<file path="config.mk">
export PLATFORM = sky130hd
export DESIGN_NAME = ellipse_span_rasterizer
export DESIGN_NICKNAME = d
export VERILOG_FILES = /design/src/esr_pkg.sv /design/src/esr_front.sv /design/src/esr_cmd_queue.sv /design/src/esr_back.sv /design/src/ellipse_span_rasterizer.sv
export SDC_FILE = /design/constraint.sdc
export NUM_CORES = 2
export LEC_CHECK = 0
export ABC_AREA = 1
export BUFFER_PORTS_ARGS = -buffer_cell sky130_fd_sc_hd__buf_2
export CAP_MARGIN = 20
export CORE_MARGIN = 2
export CORE_UTILIZATION = 37
export CTS_BUF_LIST = sky130_fd_sc_hd__clkbuf_8
export DETAILED_ROUTE_END_ITERATION = 6
export PLACE_DENSITY = 0.55
export REMOVE_ABC_BUFFERS = 1
export SETUP_SLACK_MARGIN = 0.1
export SLEW_MARGIN = 10
export SYNTH_ARGS = -nofsm -noshare
export SYNTH_HDL_FRONTEND = slang
export SYNTH_SLANG_ARGS = --single-unit
</file>
<file path="constraint.sdc">
create_clock -name clk -period 7.4 [get_ports clk]
set_input_delay 1.85 -clock clk [delete_from_list [all_inputs] [get_ports clk]]
set_output_delay 1.85 -clock clk [all_outputs]
set_load 0.005 [all_outputs]
</file>
<file path="src/esr_pkg.sv">
// shared types, widths and codes for the ellipse span rasterizer
package esr_pkg;

  // default screen size
  localparam int SCREEN_WIDTH_DEF  = 800;
  localparam int SCREEN_HEIGHT_DEF = 480;

  // field widths
  localparam int COORD_W = 12;   // box fields
  localparam int COL_W   = 13;   // centre and span column
  localparam int ROW_W   = 10;   // clipped row fields
  localparam int COLOR_W = 16;
  localparam int AXIS_W  = 10;   // positive semi-axis
  localparam int A2_W    = 21;   // squared semi-axis
  localparam int STEP_W  = 11;   // signed walk offsets
  localparam int SLOPE_W = 34;   // 2*b^2*x and 2*a^2*y
  localparam int TERM_W  = 36;   // decision increment before scaling
  localparam int DEC_W   = 46;   // decision, bounded near 8*a^2*b^2
  localparam int MUL_W   = 26;   // shared multiplier operands
  localparam int PROD_W  = 2 * MUL_W;
  localparam int SPAN_W  = 14;   // span arithmetic before clipping

  // stream widths
  localparam int IN_DATA_W  = 64;
  localparam int IN_USER_W  = 1;
  localparam int OUT_DATA_W = 56;
  localparam int OUT_USER_W = 2;

  // command queue between front and back
  localparam int CMD_DEPTH = 2;

  // result flags in out_tuser
  localparam int USER_VISIBLE = 0;
  localparam int USER_DONE    = 1;

  typedef enum logic {
    REQ_BEGIN = 1'b0,
    REQ_NEXT  = 1'b1
  } req_type_t;

  typedef struct packed {
    logic                     is_begin;
    logic                     degenerate;
    logic signed [COL_W-1:0]  centre_col;
    logic signed [COL_W-1:0]  centre_row;
    logic [AXIS_W-1:0]        axis_a;
    logic [AXIS_W-1:0]        axis_b;
    logic [COLOR_W-1:0]       color;
  } cmd_t;

  typedef enum logic [4:0] {
    ST_IDLE,
    ST_MUL_AA,
    ST_MUL_BB,
    ST_MUL_AB,
    ST_SETUP,
    ST_R1_STEP,
    ST_R1_TERM,
    ST_R1_ACC,
    ST_TR_TX,
    ST_TR_BTX,
    ST_TR_TY,
    ST_TR_ATY,
    ST_TR_AB,
    ST_TR_FIN,
    ST_R2_STEP,
    ST_R2_TERM,
    ST_R2_ACC,
    ST_EMIT_POS,
    ST_EMIT_NEG,
    ST_EMIT_DONE
  } back_state_t;

endpackage

</file>
<file path="src/esr_front.sv">
// front end: accepts input beats and decodes them into commands
module esr_front import esr_pkg::*; (
  input  logic                 in_tvalid,
  output logic                 in_tready,
  input  logic [IN_DATA_W-1:0] in_tdata,
  input  logic [IN_USER_W-1:0] in_tuser,
  input  logic                 q_full,
  output logic                 q_push,
  output cmd_t                 q_cmd
);

  logic signed [COORD_W-1:0] left, top, wid, hgt;
  logic signed [COORD_W-1:0] wid_adj, hgt_adj;
  logic signed [COORD_W-2:0] half_w, half_h;

  assign left = in_tdata[COORD_W-1:0];
  assign top  = in_tdata[2*COORD_W-1:COORD_W];
  assign wid  = in_tdata[3*COORD_W-1:2*COORD_W];
  assign hgt  = in_tdata[4*COORD_W-1:3*COORD_W];

  // halving truncates toward zero: bias negatives by one before the shift
  assign wid_adj = wid + COORD_W'(wid[COORD_W-1]);
  assign hgt_adj = hgt + COORD_W'(hgt[COORD_W-1]);
  assign half_w  = wid_adj[COORD_W-1:1];
  assign half_h  = hgt_adj[COORD_W-1:1];

  assign in_tready = !q_full;
  assign q_push    = in_tvalid && !q_full;

  always_comb begin
    q_cmd.is_begin   = (req_type_t'(in_tuser[0]) == REQ_BEGIN);
    q_cmd.degenerate = half_w[COORD_W-2] || (half_w == '0) ||
                       half_h[COORD_W-2] || (half_h == '0);
    q_cmd.centre_col = COL_W'(left) + COL_W'(half_w);
    q_cmd.centre_row = COL_W'(top) + COL_W'(half_h);
    q_cmd.axis_a     = half_w[AXIS_W-1:0];
    q_cmd.axis_b     = half_h[AXIS_W-1:0];
    q_cmd.color      = in_tdata[4*COORD_W+COLOR_W-1:4*COORD_W];
  end

endmodule

</file>
<file path="src/esr_cmd_queue.sv">
// short command queue that decouples the front end from the span engine
module esr_cmd_queue import esr_pkg::*; (
  input  logic clk,
  input  logic rst_n,
  input  logic push,
  input  cmd_t push_cmd,
  output logic full,
  input  logic pop,
  output cmd_t pop_cmd,
  output logic valid
);

  localparam int PTR_W = (CMD_DEPTH > 1) ? $clog2(CMD_DEPTH) : 1;
  localparam int CNT_W = $clog2(CMD_DEPTH + 1);
  localparam logic [PTR_W-1:0] PTR_LAST = PTR_W'(CMD_DEPTH - 1);

  cmd_t             mem_r [CMD_DEPTH];
  logic [PTR_W-1:0] wr_ptr_r, wr_ptr_nxt;
  logic [PTR_W-1:0] rd_ptr_r, rd_ptr_nxt;
  logic [CNT_W-1:0] count_r, count_nxt;
  logic             do_push, do_pop;

  assign full    = (count_r == CNT_W'(CMD_DEPTH));
  assign valid   = (count_r != '0);
  assign do_push = push && !full;
  assign do_pop  = pop && valid;
  assign pop_cmd = mem_r[rd_ptr_r];

  always_comb begin
    wr_ptr_nxt = wr_ptr_r;
    rd_ptr_nxt = rd_ptr_r;
    count_nxt  = count_r;
    if (do_push) begin
      wr_ptr_nxt = (wr_ptr_r == PTR_LAST) ? '0 : wr_ptr_r + PTR_W'(1);
    end
    if (do_pop) begin
      rd_ptr_nxt = (rd_ptr_r == PTR_LAST) ? '0 : rd_ptr_r + PTR_W'(1);
    end
    if (do_push && !do_pop) begin
      count_nxt = count_r + CNT_W'(1);
    end else if (do_pop && !do_push) begin
      count_nxt = count_r - CNT_W'(1);
    end
  end

  always_ff @(posedge clk) begin
    if (!rst_n) begin
      wr_ptr_r <= '0;
      rd_ptr_r <= '0;
      count_r  <= '0;
    end else begin
      wr_ptr_r <= wr_ptr_nxt;
      rd_ptr_r <= rd_ptr_nxt;
      count_r  <= count_nxt;
    end
  end

  always_ff @(posedge clk) begin
    if (do_push) begin
      mem_r[wr_ptr_r] <= push_cmd;
    end
  end

  a_count_bound: assert property (@(posedge clk) disable iff (!rst_n)
    count_r <= CNT_W'(CMD_DEPTH))
    else $error("command queue holds more entries than its depth");

endmodule

</file>
<file path="src/esr_back.sv">
// span engine: midpoint ellipse walk, shared multiplier and result register
module esr_back import esr_pkg::*; #(
  parameter int SCREEN_WIDTH  = SCREEN_WIDTH_DEF,
  parameter int SCREEN_HEIGHT = SCREEN_HEIGHT_DEF
) (
  input  logic                  clk,
  input  logic                  rst_n,
  input  logic                  cmd_valid,
  input  cmd_t                  cmd,
  output logic                  cmd_pop,
  output logic                  out_tvalid,
  input  logic                  out_tready,
  output logic [OUT_DATA_W-1:0] out_tdata,
  output logic [OUT_USER_W-1:0] out_tuser,
  output logic                  out_tlast
);

  localparam logic signed [SPAN_W-1:0] COL_LIM = SPAN_W'(SCREEN_WIDTH);
  localparam logic signed [SPAN_W-1:0] ROW_MAX = SPAN_W'(SCREEN_HEIGHT - 1);
  localparam int PAD_W = OUT_DATA_W - COL_W - 2 * ROW_W - COLOR_W;

  back_state_t               state_r, state_nxt;
  logic signed [COL_W-1:0]   centre_col_r, centre_col_nxt;
  logic signed [COL_W-1:0]   centre_row_r, centre_row_nxt;
  logic [AXIS_W-1:0]         axis_a_r, axis_a_nxt;
  logic [AXIS_W-1:0]         axis_b_r, axis_b_nxt;
  logic [A2_W-1:0]           a2_r, a2_nxt;
  logic [A2_W-1:0]           b2_r, b2_nxt;
  logic signed [STEP_W-1:0]  step_x_r, step_x_nxt;
  logic signed [STEP_W-1:0]  step_y_r, step_y_nxt;
  logic signed [STEP_W-1:0]  x0_r, x0_nxt;
  logic signed [STEP_W-1:0]  y0_r, y0_nxt;
  logic signed [DEC_W-1:0]   dec_r, dec_nxt;
  logic signed [DEC_W-1:0]   acc_r, acc_nxt;
  logic signed [SLOPE_W-1:0] sx_r, sx_nxt;
  logic signed [SLOPE_W-1:0] sy_r, sy_nxt;
  logic signed [TERM_W-1:0]  term_r, term_nxt;
  logic signed [PROD_W-1:0]  prod_r, prod_nxt;
  logic                      ystep_r, ystep_nxt;
  logic                      xstep_r, xstep_nxt;
  logic                      tr_r, tr_nxt;
  logic                      region2_r, region2_nxt;
  logic                      finished_r, finished_nxt;
  logic [COLOR_W-1:0]        color_r, color_nxt;

  logic                      out_valid_r, out_valid_nxt;
  logic [COL_W-1:0]          out_col_r, out_col_nxt;
  logic [ROW_W-1:0]          out_first_r, out_first_nxt;
  logic [ROW_W-1:0]          out_final_r, out_final_nxt;
  logic [COLOR_W-1:0]        out_color_r, out_color_nxt;
  logic                      out_vis_r, out_vis_nxt;
  logic                      out_done_r, out_done_nxt;
  logic                      out_last_r, out_last_nxt;

  logic signed [MUL_W-1:0]   mul_a_s, mul_b_s;
  logic signed [DEC_W-1:0]   a2_d, b2_d, prod_d, term_d;
  logic signed [SLOPE_W-1:0] a2_x2, b2_x2;
  logic signed [TERM_W-1:0]  sx_t, sy_t, a2_t, b2_t;
  logic signed [COORD_W-1:0] tx_s, ty_s;
  logic                      slot_free;

  logic signed [SPAN_W-1:0]  sp_off, sp_col, sp_top, sp_bot, top_c, bot_c;
  logic                      sp_vis;

  // one multiplier shared by setup and region change, product always registered
  assign prod_nxt = mul_a_s * mul_b_s;

  assign a2_d   = DEC_W'(a2_r);
  assign b2_d   = DEC_W'(b2_r);
  assign prod_d = prod_r[DEC_W-1:0];
  assign term_d = DEC_W'(term_r);
  assign a2_x2  = SLOPE_W'({a2_r, 1'b0});
  assign b2_x2  = SLOPE_W'({b2_r, 1'b0});
  assign sx_t   = TERM_W'(sx_r);
  assign sy_t   = TERM_W'(sy_r);
  assign a2_t   = TERM_W'(a2_r);
  assign b2_t   = TERM_W'(b2_r);
  assign tx_s   = {step_x_r, 1'b1};
  assign ty_s   = COORD_W'(step_y_r) - COORD_W'(1);

  assign slot_free = !out_valid_r || out_tready;

  // span of the saved column offset, mirrored while in the second emit state
  always_comb begin
    sp_off = (state_r == ST_EMIT_NEG) ? -SPAN_W'(x0_r) : SPAN_W'(x0_r);
    sp_col = SPAN_W'(centre_col_r) + sp_off;
    sp_top = SPAN_W'(centre_row_r) - SPAN_W'(y0_r);
    sp_bot = SPAN_W'(centre_row_r) + SPAN_W'(y0_r);
    top_c  = (sp_top < 0) ? '0 : sp_top;
    bot_c  = (sp_bot > ROW_MAX) ? ROW_MAX : sp_bot;
    sp_vis = (sp_col >= 0) && (sp_col < COL_LIM) && (top_c <= bot_c);
  end

  always_comb begin
    state_nxt      = state_r;
    centre_col_nxt = centre_col_r;
    centre_row_nxt = centre_row_r;
    axis_a_nxt     = axis_a_r;
    axis_b_nxt     = axis_b_r;
    a2_nxt         = a2_r;
    b2_nxt         = b2_r;
    step_x_nxt     = step_x_r;
    step_y_nxt     = step_y_r;
    x0_nxt         = x0_r;
    y0_nxt         = y0_r;
    dec_nxt        = dec_r;
    acc_nxt        = acc_r;
    sx_nxt         = sx_r;
    sy_nxt         = sy_r;
    term_nxt       = term_r;
    ystep_nxt      = ystep_r;
    xstep_nxt      = xstep_r;
    tr_nxt         = tr_r;
    region2_nxt    = region2_r;
    finished_nxt   = finished_r;
    color_nxt      = color_r;
    mul_a_s        = '0;
    mul_b_s        = '0;
    cmd_pop        = 1'b0;

    out_valid_nxt  = out_valid_r && !out_tready;
    out_col_nxt    = out_col_r;
    out_first_nxt  = out_first_r;
    out_final_nxt  = out_final_r;
    out_color_nxt  = out_color_r;
    out_vis_nxt    = out_vis_r;
    out_done_nxt   = out_done_r;
    out_last_nxt   = out_last_r;

    unique case (state_r)
      ST_IDLE: begin
        if (cmd_valid) begin
          cmd_pop = 1'b1;
          if (cmd.is_begin) begin
            // a begin drops whatever ellipse was in progress
            centre_col_nxt = cmd.centre_col;
            centre_row_nxt = cmd.centre_row;
            color_nxt      = cmd.color;
            axis_a_nxt     = cmd.axis_a;
            axis_b_nxt     = cmd.axis_b;
            region2_nxt    = 1'b0;
            step_x_nxt     = '0;
            step_y_nxt     = '0;
            dec_nxt        = '0;
            sx_nxt         = '0;
            sy_nxt         = '0;
            a2_nxt         = '0;
            b2_nxt         = '0;
            finished_nxt   = cmd.degenerate;
            state_nxt      = cmd.degenerate ? ST_IDLE : ST_MUL_AA;
          end else if (finished_r) begin
            state_nxt = ST_EMIT_DONE;
          end else begin
            x0_nxt    = step_x_r;
            y0_nxt    = step_y_r;
            state_nxt = region2_r ? ST_R2_STEP : ST_R1_STEP;
          end
        end
      end

      ST_MUL_AA: begin
        mul_a_s   = MUL_W'(axis_a_r);
        mul_b_s   = MUL_W'(axis_a_r);
        state_nxt = ST_MUL_BB;
      end

      ST_MUL_BB: begin
        a2_nxt    = prod_r[A2_W-1:0];
        mul_a_s   = MUL_W'(axis_b_r);
        mul_b_s   = MUL_W'(axis_b_r);
        state_nxt = ST_MUL_AB;
      end

      ST_MUL_AB: begin
        b2_nxt    = prod_r[A2_W-1:0];
        mul_a_s   = MUL_W'(a2_r);
        mul_b_s   = MUL_W'(axis_b_r);
        state_nxt = ST_SETUP;
      end

      ST_SETUP: begin
        // product holds a^2*b
        step_y_nxt   = STEP_W'(axis_b_r);
        sy_nxt       = {prod_r[SLOPE_W-2:0], 1'b0};
        dec_nxt      = (b2_d <<< 2) - (prod_d <<< 2) + a2_d;
        finished_nxt = 1'b0;
        state_nxt    = ST_IDLE;
      end

      ST_R1_STEP: begin
        step_x_nxt = step_x_r + STEP_W'(1);
        sx_nxt     = sx_r + b2_x2;
        ystep_nxt  = !dec_r[DEC_W-1];
        if (!dec_r[DEC_W-1]) begin
          step_y_nxt = step_y_r - STEP_W'(1);
          sy_nxt     = sy_r - a2_x2;
        end
        state_nxt = ST_R1_TERM;
      end

      ST_R1_TERM: begin
        term_nxt  = sx_t - (ystep_r ? sy_t : '0) + b2_t;
        tr_nxt    = (sx_r >= sy_r);
        state_nxt = ST_R1_ACC;
      end

      ST_R1_ACC: begin
        dec_nxt = dec_r + (term_d <<< 2);
        if (tr_r) begin
          state_nxt = ST_TR_TX;
        end else begin
          finished_nxt = step_y_r[STEP_W-1];
          state_nxt    = ST_EMIT_POS;
        end
      end

      // region change: decision restarts at (x+1/2, y-1), scaled by four
      ST_TR_TX: begin
        mul_a_s   = MUL_W'(tx_s);
        mul_b_s   = MUL_W'(tx_s);
        state_nxt = ST_TR_BTX;
      end

      ST_TR_BTX: begin
        mul_a_s   = MUL_W'(b2_r);
        mul_b_s   = prod_r[MUL_W-1:0];
        state_nxt = ST_TR_TY;
      end

      ST_TR_TY: begin
        acc_nxt   = prod_d;
        mul_a_s   = MUL_W'(ty_s);
        mul_b_s   = MUL_W'(ty_s);
        state_nxt = ST_TR_ATY;
      end

      ST_TR_ATY: begin
        mul_a_s   = MUL_W'(a2_r);
        mul_b_s   = prod_r[MUL_W-1:0];
        state_nxt = ST_TR_AB;
      end

      ST_TR_AB: begin
        acc_nxt   = acc_r + (prod_d <<< 2);
        mul_a_s   = MUL_W'(a2_r);
        mul_b_s   = MUL_W'(b2_r);
        state_nxt = ST_TR_FIN;
      end

      ST_TR_FIN: begin
        dec_nxt      = acc_r - (prod_d <<< 2);
        region2_nxt  = 1'b1;
        finished_nxt = step_y_r[STEP_W-1];
        state_nxt    = ST_EMIT_POS;
      end

      // region two: y steps repeat until x moves or y runs out
      ST_R2_STEP: begin
        step_y_nxt = step_y_r - STEP_W'(1);
        sy_nxt     = sy_r - a2_x2;
        xstep_nxt  = dec_r[DEC_W-1] || (dec_r == '0);
        if (dec_r[DEC_W-1] || (dec_r == '0)) begin
          step_x_nxt = step_x_r + STEP_W'(1);
          sx_nxt     = sx_r + b2_x2;
        end
        state_nxt = ST_R2_TERM;
      end

      ST_R2_TERM: begin
        term_nxt  = (xstep_r ? sx_t : '0) - sy_t + a2_t;
        state_nxt = ST_R2_ACC;
      end

      ST_R2_ACC: begin
        dec_nxt = dec_r + (term_d <<< 2);
        if (step_y_r[STEP_W-1]) begin
          finished_nxt = 1'b1;
          state_nxt    = ST_EMIT_POS;
        end else if (xstep_r) begin
          state_nxt = ST_EMIT_POS;
        end else begin
          state_nxt = ST_R2_STEP;
        end
      end

      ST_EMIT_POS, ST_EMIT_NEG: begin
        if (slot_free) begin
          out_valid_nxt = 1'b1;
          out_col_nxt   = sp_col[COL_W-1:0];
          out_first_nxt = sp_vis ? top_c[ROW_W-1:0] : '0;
          out_final_nxt = sp_vis ? bot_c[ROW_W-1:0] : '0;
          out_color_nxt = color_r;
          out_vis_nxt   = sp_vis;
          out_done_nxt  = finished_r;
          if ((state_r == ST_EMIT_POS) && (x0_r > 0)) begin
            out_last_nxt = 1'b0;
            state_nxt    = ST_EMIT_NEG;
          end else begin
            out_last_nxt = 1'b1;
            state_nxt    = ST_IDLE;
          end
        end
      end

      ST_EMIT_DONE: begin
        if (slot_free) begin
          out_valid_nxt = 1'b1;
          out_col_nxt   = '0;
          out_first_nxt = '0;
          out_final_nxt = '0;
          out_color_nxt = color_r;
          out_vis_nxt   = 1'b0;
          out_done_nxt  = 1'b1;
          out_last_nxt  = 1'b1;
          state_nxt     = ST_IDLE;
        end
      end

      default: begin
        state_nxt = ST_IDLE;
      end
    endcase
  end

  always_ff @(posedge clk) begin
    if (!rst_n) begin
      state_r     <= ST_IDLE;
      finished_r  <= 1'b1;
      region2_r   <= 1'b0;
      color_r     <= '0;
      out_valid_r <= 1'b0;
    end else begin
      state_r     <= state_nxt;
      finished_r  <= finished_nxt;
      region2_r   <= region2_nxt;
      color_r     <= color_nxt;
      out_valid_r <= out_valid_nxt;
    end
  end

  always_ff @(posedge clk) begin
    centre_col_r <= centre_col_nxt;
    centre_row_r <= centre_row_nxt;
    axis_a_r     <= axis_a_nxt;
    axis_b_r     <= axis_b_nxt;
    a2_r         <= a2_nxt;
    b2_r         <= b2_nxt;
    step_x_r     <= step_x_nxt;
    step_y_r     <= step_y_nxt;
    x0_r         <= x0_nxt;
    y0_r         <= y0_nxt;
    dec_r        <= dec_nxt;
    acc_r        <= acc_nxt;
    sx_r         <= sx_nxt;
    sy_r         <= sy_nxt;
    term_r       <= term_nxt;
    prod_r       <= prod_nxt;
    ystep_r      <= ystep_nxt;
    xstep_r      <= xstep_nxt;
    tr_r         <= tr_nxt;
    out_col_r    <= out_col_nxt;
    out_first_r  <= out_first_nxt;
    out_final_r  <= out_final_nxt;
    out_color_r  <= out_color_nxt;
    out_vis_r    <= out_vis_nxt;
    out_done_r   <= out_done_nxt;
    out_last_r   <= out_last_nxt;
  end

  assign out_tvalid = out_valid_r;
  assign out_tdata  = {{PAD_W{1'b0}}, out_color_r, out_final_r, out_first_r, out_col_r};
  assign out_tlast  = out_last_r;
  always_comb begin
    out_tuser               = '0;
    out_tuser[USER_VISIBLE] = out_vis_r;
    out_tuser[USER_DONE]    = out_done_r;
  end

  a_walk_live: assert property (@(posedge clk) disable iff (!rst_n)
    (state_r == ST_R1_STEP || state_r == ST_R1_TERM || state_r == ST_R1_ACC ||
     state_r == ST_R2_STEP || state_r == ST_R2_TERM || state_r == ST_R2_ACC ||
     state_r == ST_TR_TX) |-> !finished_r)
    else $error("ellipse walk running on a finished ellipse");

  a_vis_order: assert property (@(posedge clk) disable iff (!rst_n)
    (out_valid_r && out_vis_r) |-> (out_first_r <= out_final_r))
    else $error("visible span with first row below final row");

  a_hidden_zero: assert property (@(posedge clk) disable iff (!rst_n)
    (out_valid_r && !out_vis_r) |-> (out_first_r == '0 && out_final_r == '0))
    else $error("hidden span carries nonzero rows");

  a_mirror_offset: assert property (@(posedge clk) disable iff (!rst_n)
    (state_r == ST_EMIT_NEG) |-> (x0_r > 0))
    else $error("mirrored span for a zero column offset");

endmodule

</file>
<file path="src/ellipse_span_rasterizer.sv">
// top level of the filled-ellipse vertical span rasterizer
// a next beat runs the step, term and accumulate states before its first span in region one,
//   adds the region-change multiplies on the column where region two starts, and in region two
//   repeats the step, term and accumulate states once per y step in that column
// a begin beat runs the a^2, b^2 and a^2*b multiplies and setup on the shared multiplier
// a mirrored second span adds the second emit state; a new beat is taken only from idle
// reset: synchronous active low; queue and result register empty, ellipse finished, colour zero
module ellipse_span_rasterizer import esr_pkg::*; #(
  parameter int SCREEN_WIDTH  = SCREEN_WIDTH_DEF,
  parameter int SCREEN_HEIGHT = SCREEN_HEIGHT_DEF
) (
  input  logic                  clk,
  input  logic                  rst_n,
  // input beats
  input  logic                  in_tvalid,
  output logic                  in_tready,
  // box_left, box_top, box_width, box_height, fill_color
  input  logic [IN_DATA_W-1:0]  in_tdata,
  // req_type
  input  logic [IN_USER_W-1:0]  in_tuser,
  // result beats
  output logic                  out_tvalid,
  input  logic                  out_tready,
  // column, row_first, row_final, span_color, zero padding
  output logic [OUT_DATA_W-1:0] out_tdata,
  // visible, ellipse_done
  output logic [OUT_USER_W-1:0] out_tuser,
  // last_of_run
  output logic                  out_tlast
);

  // decoded command from the front end into the queue
  cmd_t push_cmd;
  logic push;
  logic q_full;

  // command at the head of the queue for the span engine
  cmd_t head_cmd;
  logic head_valid;
  logic head_pop;

  // front end: box halving, centre and degenerate check per beat
  esr_front u_front (
    .in_tvalid (in_tvalid),
    .in_tready (in_tready),
    .in_tdata  (in_tdata),
    .in_tuser  (in_tuser),
    .q_full    (q_full),
    .q_push    (push),
    .q_cmd     (push_cmd)
  );

  // queue lets input beats land while the engine walks or the output stalls
  esr_cmd_queue u_queue (
    .clk      (clk),
    .rst_n    (rst_n),
    .push     (push),
    .push_cmd (push_cmd),
    .full     (q_full),
    .pop      (head_pop),
    .pop_cmd  (head_cmd),
    .valid    (head_valid)
  );

  // engine: setup multiplies, two-region walk, clipping and result register
  esr_back #(
    .SCREEN_WIDTH  (SCREEN_WIDTH),
    .SCREEN_HEIGHT (SCREEN_HEIGHT)
  ) u_back (
    .clk        (clk),
    .rst_n      (rst_n),
    .cmd_valid  (head_valid),
    .cmd        (head_cmd),
    .cmd_pop    (head_pop),
    .out_tvalid (out_tvalid),
    .out_tready (out_tready),
    .out_tdata  (out_tdata),
    .out_tuser  (out_tuser),
    .out_tlast  (out_tlast)
  );

endmodule
</file>
-- Word level (Yosys, flattened, before mapping)
Memories as Yosys holds them, arrays and structs flattened. A register that Yosys moved wholly into a read port is not among the register bits.
Cells that the tools add are included.
- reductions and logical operators: 54
- equality and inequality tests: 28
- multiply operators: 1
- $add $sub $neg: 26
- bitwise logic cells: 3
- muxes and demuxes: 79
- order comparisons: 7
- operator list (kind ; count):
    26-bit one-hot mux with 6 select lines ; 2
    46-bit one-hot mux with 4 select lines ; 1
    34-bit 2-to-1 mux ; 4
    34-bit one-hot mux with 4 select lines ; 1
    34-bit one-hot mux with 3 select lines ; 1
    46-bit 2-to-1 mux ; 2
    46-bit one-hot mux with 2 select lines ; 1
    5-bit one-hot mux with 18 select lines ; 1
    21-bit one-hot mux with 2 select lines ; 2
    36-bit by 21-bit adder with 36-bit output ; 2
    36-bit 2-to-1 mux ; 2
    36-bit one-hot mux with 2 select lines ; 1
    36-bit subtractor ; 2
    10-bit 2-to-1 mux ; 5
    46-bit by 22-bit adder with 46-bit output ; 1
    46-bit by 38-bit adder with 46-bit output ; 1
    46-bit adder ; 1
    46-bit zero test ; 1
    26-bit by 26-bit multiplier with 46-bit output ; 1
    24-bit by 46-bit subtractor with 46-bit output ; 1
    46-bit subtractor ; 1
    5-bit 2-to-1 mux ; 9
    11-bit 2-to-1 mux ; 4
    11-bit one-hot mux with 4 select lines ; 1
    56 further kinds ; 150
- flip-flop bits (word level): 457
- output and inout port bits: 61
- memories: 1
- logic and storage cells: 233
- memory bits (writable): 128
- memories (name ; depth ; width ; read ports ; clocked after memory_dff ; wr ports ; line ; RTL):
    u_queue.mem_r ; 2 ; 64 ; 1 ; 1 ; 1 ; esr_cmd_queue.sv:17 ; cmd_t mem_r [CMD_DEPTH];

-- Depth between registers and ports, before layout
- word-level depth: 9
- depth in mapped cells: 41
- depth with buffers taken out: 39

-- Hierarchy
A second synthesis with hierarchy kept.
- cells, all modules: 9224
- area total of the unflattened synthesis: 70865.5 µm²
- modules (own cells, without submodules) (module ; instances ; sequential area each (µm²) ; cells each ; area each (µm²)):
    esr_back ; 1 ; 12842.3 ; 8622 ; 63669.8
    esr_cmd_queue ; 1 ; 3943.8 ; 236 ; 5166.2
    esr_front ; 1 ; 0.0 ; 366 ; 2029.4

-- Worst setup path after synthesis
Ideal clock, no wire load.
- path type: reg2reg
- from: register u_back.step_y_r[0]
- to: register u_back.prod_r[45]
- stages on the path, launching flop included: 31
- data required time: 7288 ps
- clock period less this slack: 7413 ps
- data arrival time: 7301 ps
- path buffers: 1
- slack: -13 ps
- cells stage by stage: edfxtp_1 inv_1 ha_1 nor3b_1 nand3_1 xor2_1 or2_1 nand3_1 inv_1 nand2_1 buf_4 inv_1 nor2_1 fa_1 fa_1 fa_1 inv_1 fa_1 fa_1 fa_1 fa_1 inv_1 ha_1 inv_1 nor3_1 nand4_1 o21bai_1 nand4_1 nor2_1 nand3_1 nand2_1
- longest elaborated chain between the ends: 3
- elaborated cells between the ends (all ways): 4
- those cells by class: add/sub: 1; mul: 1; mux: 2
- ends and longest elaborated chain (what ; line ; RTL):
    from (decl) ; esr_back.sv:30 ; logic signed [STEP_W-1:0] step_y_r, step_y_nxt;
    from (signal assigned) ; esr_back.sv:349 ; step_y_r <= step_y_nxt;
    11-bit by 2-bit subtractor with 12-bit output * ; esr_back.sv:79 ; assign ty_s = COORD_W'(step_y_r) - COORD_W'(1);
    26-bit one-hot mux with 6 select lines ; esr_back.sv:130 ; unique case (state_r)
    26-bit by 26-bit multiplier with 46-bit output * ; esr_back.sv:66 ; assign prod_nxt = mul_a_s * mul_b_s;
    via u_back.prod_nxt[45] ; esr_back.sv:38 ; logic signed [PROD_W-1:0] prod_r, prod_nxt;
    to (signal assigned) ; esr_back.sv:357 ; prod_r <= prod_nxt;
    to (decl) ; esr_back.sv:38 ;
Mark *: on every way through the listed nets, which the timed path passes. The rest lies on a longest branch.
A chain may end at the register's enable or synchronous reset.

-- Worst setup path after layout
- from: register u_back.step_y_r[0]
- to: register u_back.step_y_r[7], data pin
- longest elaborated chain between the ends: 3
- ends and longest elaborated chain (what ; line ; RTL):
    11-bit by 2-bit subtractor with 11-bit output * ; esr_back.sv:195, esr_back.sv:259 ;
    11-bit 2-to-1 mux ; esr_back.sv:194 ; if (!dec_r[DEC_W-1]) begin
    11-bit one-hot mux with 4 select lines * ; esr_back.sv:130 ;
Every way passes the cells marked *; elsewhere a longest branch is shown, timed or not. The select of a mux whose other input is x is not followed.

==> out/qor_table.md <==
| Metric | Reported | Unit |
|:---|:---|:---|
| Distinct cell type count after synthesis | 72 | - |
| Crit-path max FO | 2 | - |
| Post-synthesis cell count | 9049 | - |
| Hold Slack | 0.423 | ns |
| CP dominant cell by count | buf_4 | - |
| Number of remaining DRC errors | 3 | - |
| Chip height | 437 | microns |
| GRT Overall Usage | 0.302 | - |
| Overall die area | 191000 | sq um |
| Top cell type by total area after synthesis | edfxtp_1 | - |
| Fraction of final layout cells sized beyond drive strength 1 | 0.164 | - |
| Total clock buffers created by CTS | 110 | - |
| Max incr delay on CP | 0.42 | ns |
| Wire length of the first global-routing pass | 428000 | microns |
| Maximum clock insertion buffer count | 3 | - |
| HPWL after detailed placement | 247000 | microns |
| Comb pwr share | 0.686 | - |
| Routed WL per cell | 23.7 | microns |
| Share of total power in sequential cells | 0.197 | - |
| Final hold violations | 0 | - |
| Post-synthesis register bit count | 584 | - |
| Total congestion overflow | 0 | - |
| Worst setup path class | reg2reg | - |
| Horizontal die dimension | 437 | microns |
| Share of the clock period used by the worst path after layout | 1.04 | - |
| Slew at the pin closest to its max-slew limit | 1.08 | ns |
| Placement Setup Slack | -0.764 | ns |
| Total routed wirelength | 295000 | microns |
| Class of the worst hold path | reg2reg | - |
| Critical Path RT | 8.10 | ns |
| Pin count of the biggest net entering global routing | 79 | - |
| Routed Antenna Nets | 0 | - |
| Violated checks | design-rule violations, negative setup slack | - |
| Final instance count without filler cells | 12.4k | - |
| Final min period | 7.67 | ns |
| Worst supply voltage drop on vdd | 311 | uV |
| Site Rows | 159 | - |
| Fraction of post-synthesis cell area in the top cell type by area | 0.220 | - |
| Most common cell in the synthesized netlist | nand2_1 | - |
| Number of antenna violations at the first check in global routing | 3 | - |
| Category of the worst setup path launch point | register | - |
| Core ar. | 187000 | sq um |
| Result of the run | complete, but fails checks | - |
| TritonCTS clock tree | built | - |
| Setup-failing EPs final | 23 | - |
| Port Buffer Count | 122 | - |
| Master of the slowest instance on the critical path | edfxtp_1 | - |
| Top post-synthesis cells by area | edfxtp_1 22%, fa_1 19%, nand2_1 10% | - |
| Sink Count | 584 | - |
| Post-route worst setup slack | -0.265 | ns |
| Detailed Routing Iterations Pass 1 | 7 | - |
| H-tree levels | 3 | - |
| Vias | 65.7k | - |
| Unrepaired setup endpoints after global routing | yes | - |
| Type of destination of the critical path | register | - |
| Initial Util | 0.371 | - |
| Yosys synthesis warning count | 0 | - |
| Slew margin rel. | 0.273 | - |
| Asr flop ratio synth | 0 | - |
| Leakage power total | 40.8 | nW |
| Clock-pin slew reported for the worst setup and hold paths after clock tree synthesis | 0.06 | ns |
| Switch share | 0.549 | - |
| Power density over the cells | 358 | nW/um^2 |
| Area Overhead vs Synth | 20.9 | % |
| Clk root buf | clkbuf_8 | - |
| Number of placed cells counting well taps | 12.1k | - |
| Top post-synthesis cells by count | 1856 x nand2_1, 1822 x inv_1, 942 x nor2_1, 668 x fa_1, 552 x a21oi_1 | - |
| MaxCap Viol Count | 0 | - |
| Arrival @ worst endpoint | 8.36 | ns |
| Number of nets in the final layout | 11.1k | - |
| Source-to-sink clock delay at the later pin of the worst-skew pair | 0.86 | ns |
| Number of pins with negative max-slew slack in the final report | 0 | - |
| Number of top-level pins | 130 | - |
| Switch Pwr | 0.0165 | W |
| Peak clock frequency supported by timing | 0.130 | GHz |
| Post-route setup TNS | -2.77 | ns |
| Synthesized area per cell | 7.68 | sq um |
| Internal power | 0.0135 | W |
| Main synth FF type | edfxtp_1 | - |
| Sequential area share after synthesis | 0.241 | - |
| Number of synthesized flops with an enable pin | 509 | - |
| Skew final | 0.0985 | ns |
| DRC marker count from the first detailed-route iteration | 6279 | - |
| Netlist Area Pre-Place | 69500 | sq um |
| Via count normalized by instance count | 5.28 | - |
| Final Wtd Congestion | 1.01 | - |
| Number of global-route vias before repair | 65.5k | - |
| Share of total power in the clock network | 0.117 | - |
[critical path, delay by kind of cell, from the launching register on]
kind | cells | cell delay, ns
flip-flops | 1 | 0.42
AND/OR/NAND/NOR | 2 | 0.34
AO/OA/AOI/OAI | 1 | 0.09
buffers and inverters | 54 | 6.58
XOR/XNOR | 1 | 0.06
[sequential cells by signal (all words and copies together), names as in the netlist, 2 cells and up, named ones only]
| register | count |
|---|---|
| u_back.a2_r | 21 |
| u_back.acc_r | 46 |
| u_back.axis_a_r | 10 |
| u_back.axis_b_r | 10 |
| u_back.b2_r | 21 |
| u_back.centre_col_r | 13 |
| u_back.centre_row_r | 13 |
| u_back.color_r | 16 |
| u_back.dec_r | 46 |
| u_back.out_col_r | 13 |
| u_back.out_color_r | 16 |
| u_back.out_final_r | 10 |
| u_back.out_first_r | 10 |
| u_back.prod_r | 46 |
| u_back.state_r | 5 |
| u_back.step_x_r | 11 |
| u_back.step_y_r | 11 |
| u_back.sx_r | 33 |
| u_back.sy_r | 33 |
| u_back.term_r | 36 |
| u_back.x0_r | 11 |
| u_back.y0_r | 11 |
| u_queue.count_r | 2 |
| u_queue.mem_r | 128 |
[power by group through the flow]
| stage | registers (W) | logic, W | clock network, W |
|---|---|---|---|
| after floorplan | 0.00546 | 0.0113 | 0 |
| after global placement | 0.00592 | 0.0189 | 0 |
| after detailed placement | 0.00593 | 0.0190 | 0 |
| after CTS | 0.00588 | 0.0198 | 0.00360 |
| after global routing | 0.00594 | 0.0224 | 0.00372 |
| final | 0.00592 | 0.0206 | 0.00353 |
[cell families after synthesis]
kind of cell / count (synthesis) / share of synthesized area
and+or+nand+nor: 3580 / 0.215
buffers and inverters: 2078 / 0.116
xor gates and xnor gates: 169 / 0.0213
DFF: 584 / 0.241
adders and majority gates: 1207 / 0.289
other: 1 / 0.0000539
AOI/OAI and AO/OA: 1430 / 0.117
[area by class of cell]
class | count | area (sq um)
Inverter | 1871 | 7120
Sequential cell | 584 | 16800
Antenna cell | 4 | 10.0
Clock inverter | 85 | 766
Tap cell | 2495 | 3120
Fill cell | 18900 | 103000
Clock buffer | 124 | 1710
Multi-Input combinational cell | 6395 | 46800
Timing Repair Buffer | 889 | 7690
[layer usage]
metal / routed length (microns) / share of wire / vias up / track usage
li1: - / - / 30500 / -
met4: 13900 / 0.047 / 0 / 0.123
met3: 19500 / 0.066 / 535 / 0.0381
met1: 127000 / 0.43 / 32200 / 0.406
met5: 0 / 0 / - / 0
met2: 135000 / 0.46 / 2476 / 0.491
[worst paths after layout]
check,cells past startpoint,startpoint,slack [ns],endpoint
worst max-delay path,58,u_back.step_y_r[0]$_SDFFCE_PN0P_,-0.27,u_back.step_y_r[7]$_SDFFCE_PN0P_
worst min-delay path,0,u_back.color_r[4]$_SDFFE_PN0P_,0.42,u_back.out_color_r[4]$_DFFE_PP_
worst max register to register,58,u_back.step_y_r[0]$_SDFFCE_PN0P_,-0.27,u_back.step_y_r[7]$_SDFFCE_PN0P_
worst min register to register,0,u_back.color_r[4]$_SDFFE_PN0P_,0.42,u_back.out_color_r[4]$_DFFE_PP_
[layout by cell type (no fill, tap or decap), types with 20 or more instances in the layout]
cell type	n
nand2_1	1766
inv_2	116
nor2_4	40
nand2_4	28
inv_1	1757
nand3_1	427
a31oi_1	51
buf_6	77
nor3_1	78
a21oi_1	519
a21o_1	50
buf_12	74
edfxtp_1	509
dfxtp_1	70
o21ai_1	20
a21oi_2	21
ha_1	500
o21bai_1	51
nand4_1	103
o21ai_0	498
clkbuf_8	124
or2_2	30
xor2_1	117
o22ai_1	36
fa_2	42
ha_4	33
buf_2	122
nor2_2	30
xnor2_1	42
nor4_1	38
nand2_2	69
o211ai_1	26
buf_4	606
nor2_1	887
o21a_1	22
fa_1	626
[per-stage QoR]
step	power [W]	cell area [sq um]	util
CTS	0.0292	81900	0.438
global route	0.0320	84000	0.449
finish	0.0301	84000	0.449
global placement	0.0249	77600	0.414
detailed placement	0.0249	77600	0.414
floorplan	0.0167	68500	-
[repair_timing]
action                                  in CTS  in global routing
endpoints found under the setup margin      32                 36
gates cloned                                 2                  2
gates resized for setup                    249                452
hold buffers                                 0                  0
setup buffers                              101                 48
pin swaps                                   99                176
Note: power is estimated with default switching activity, not from simulation.
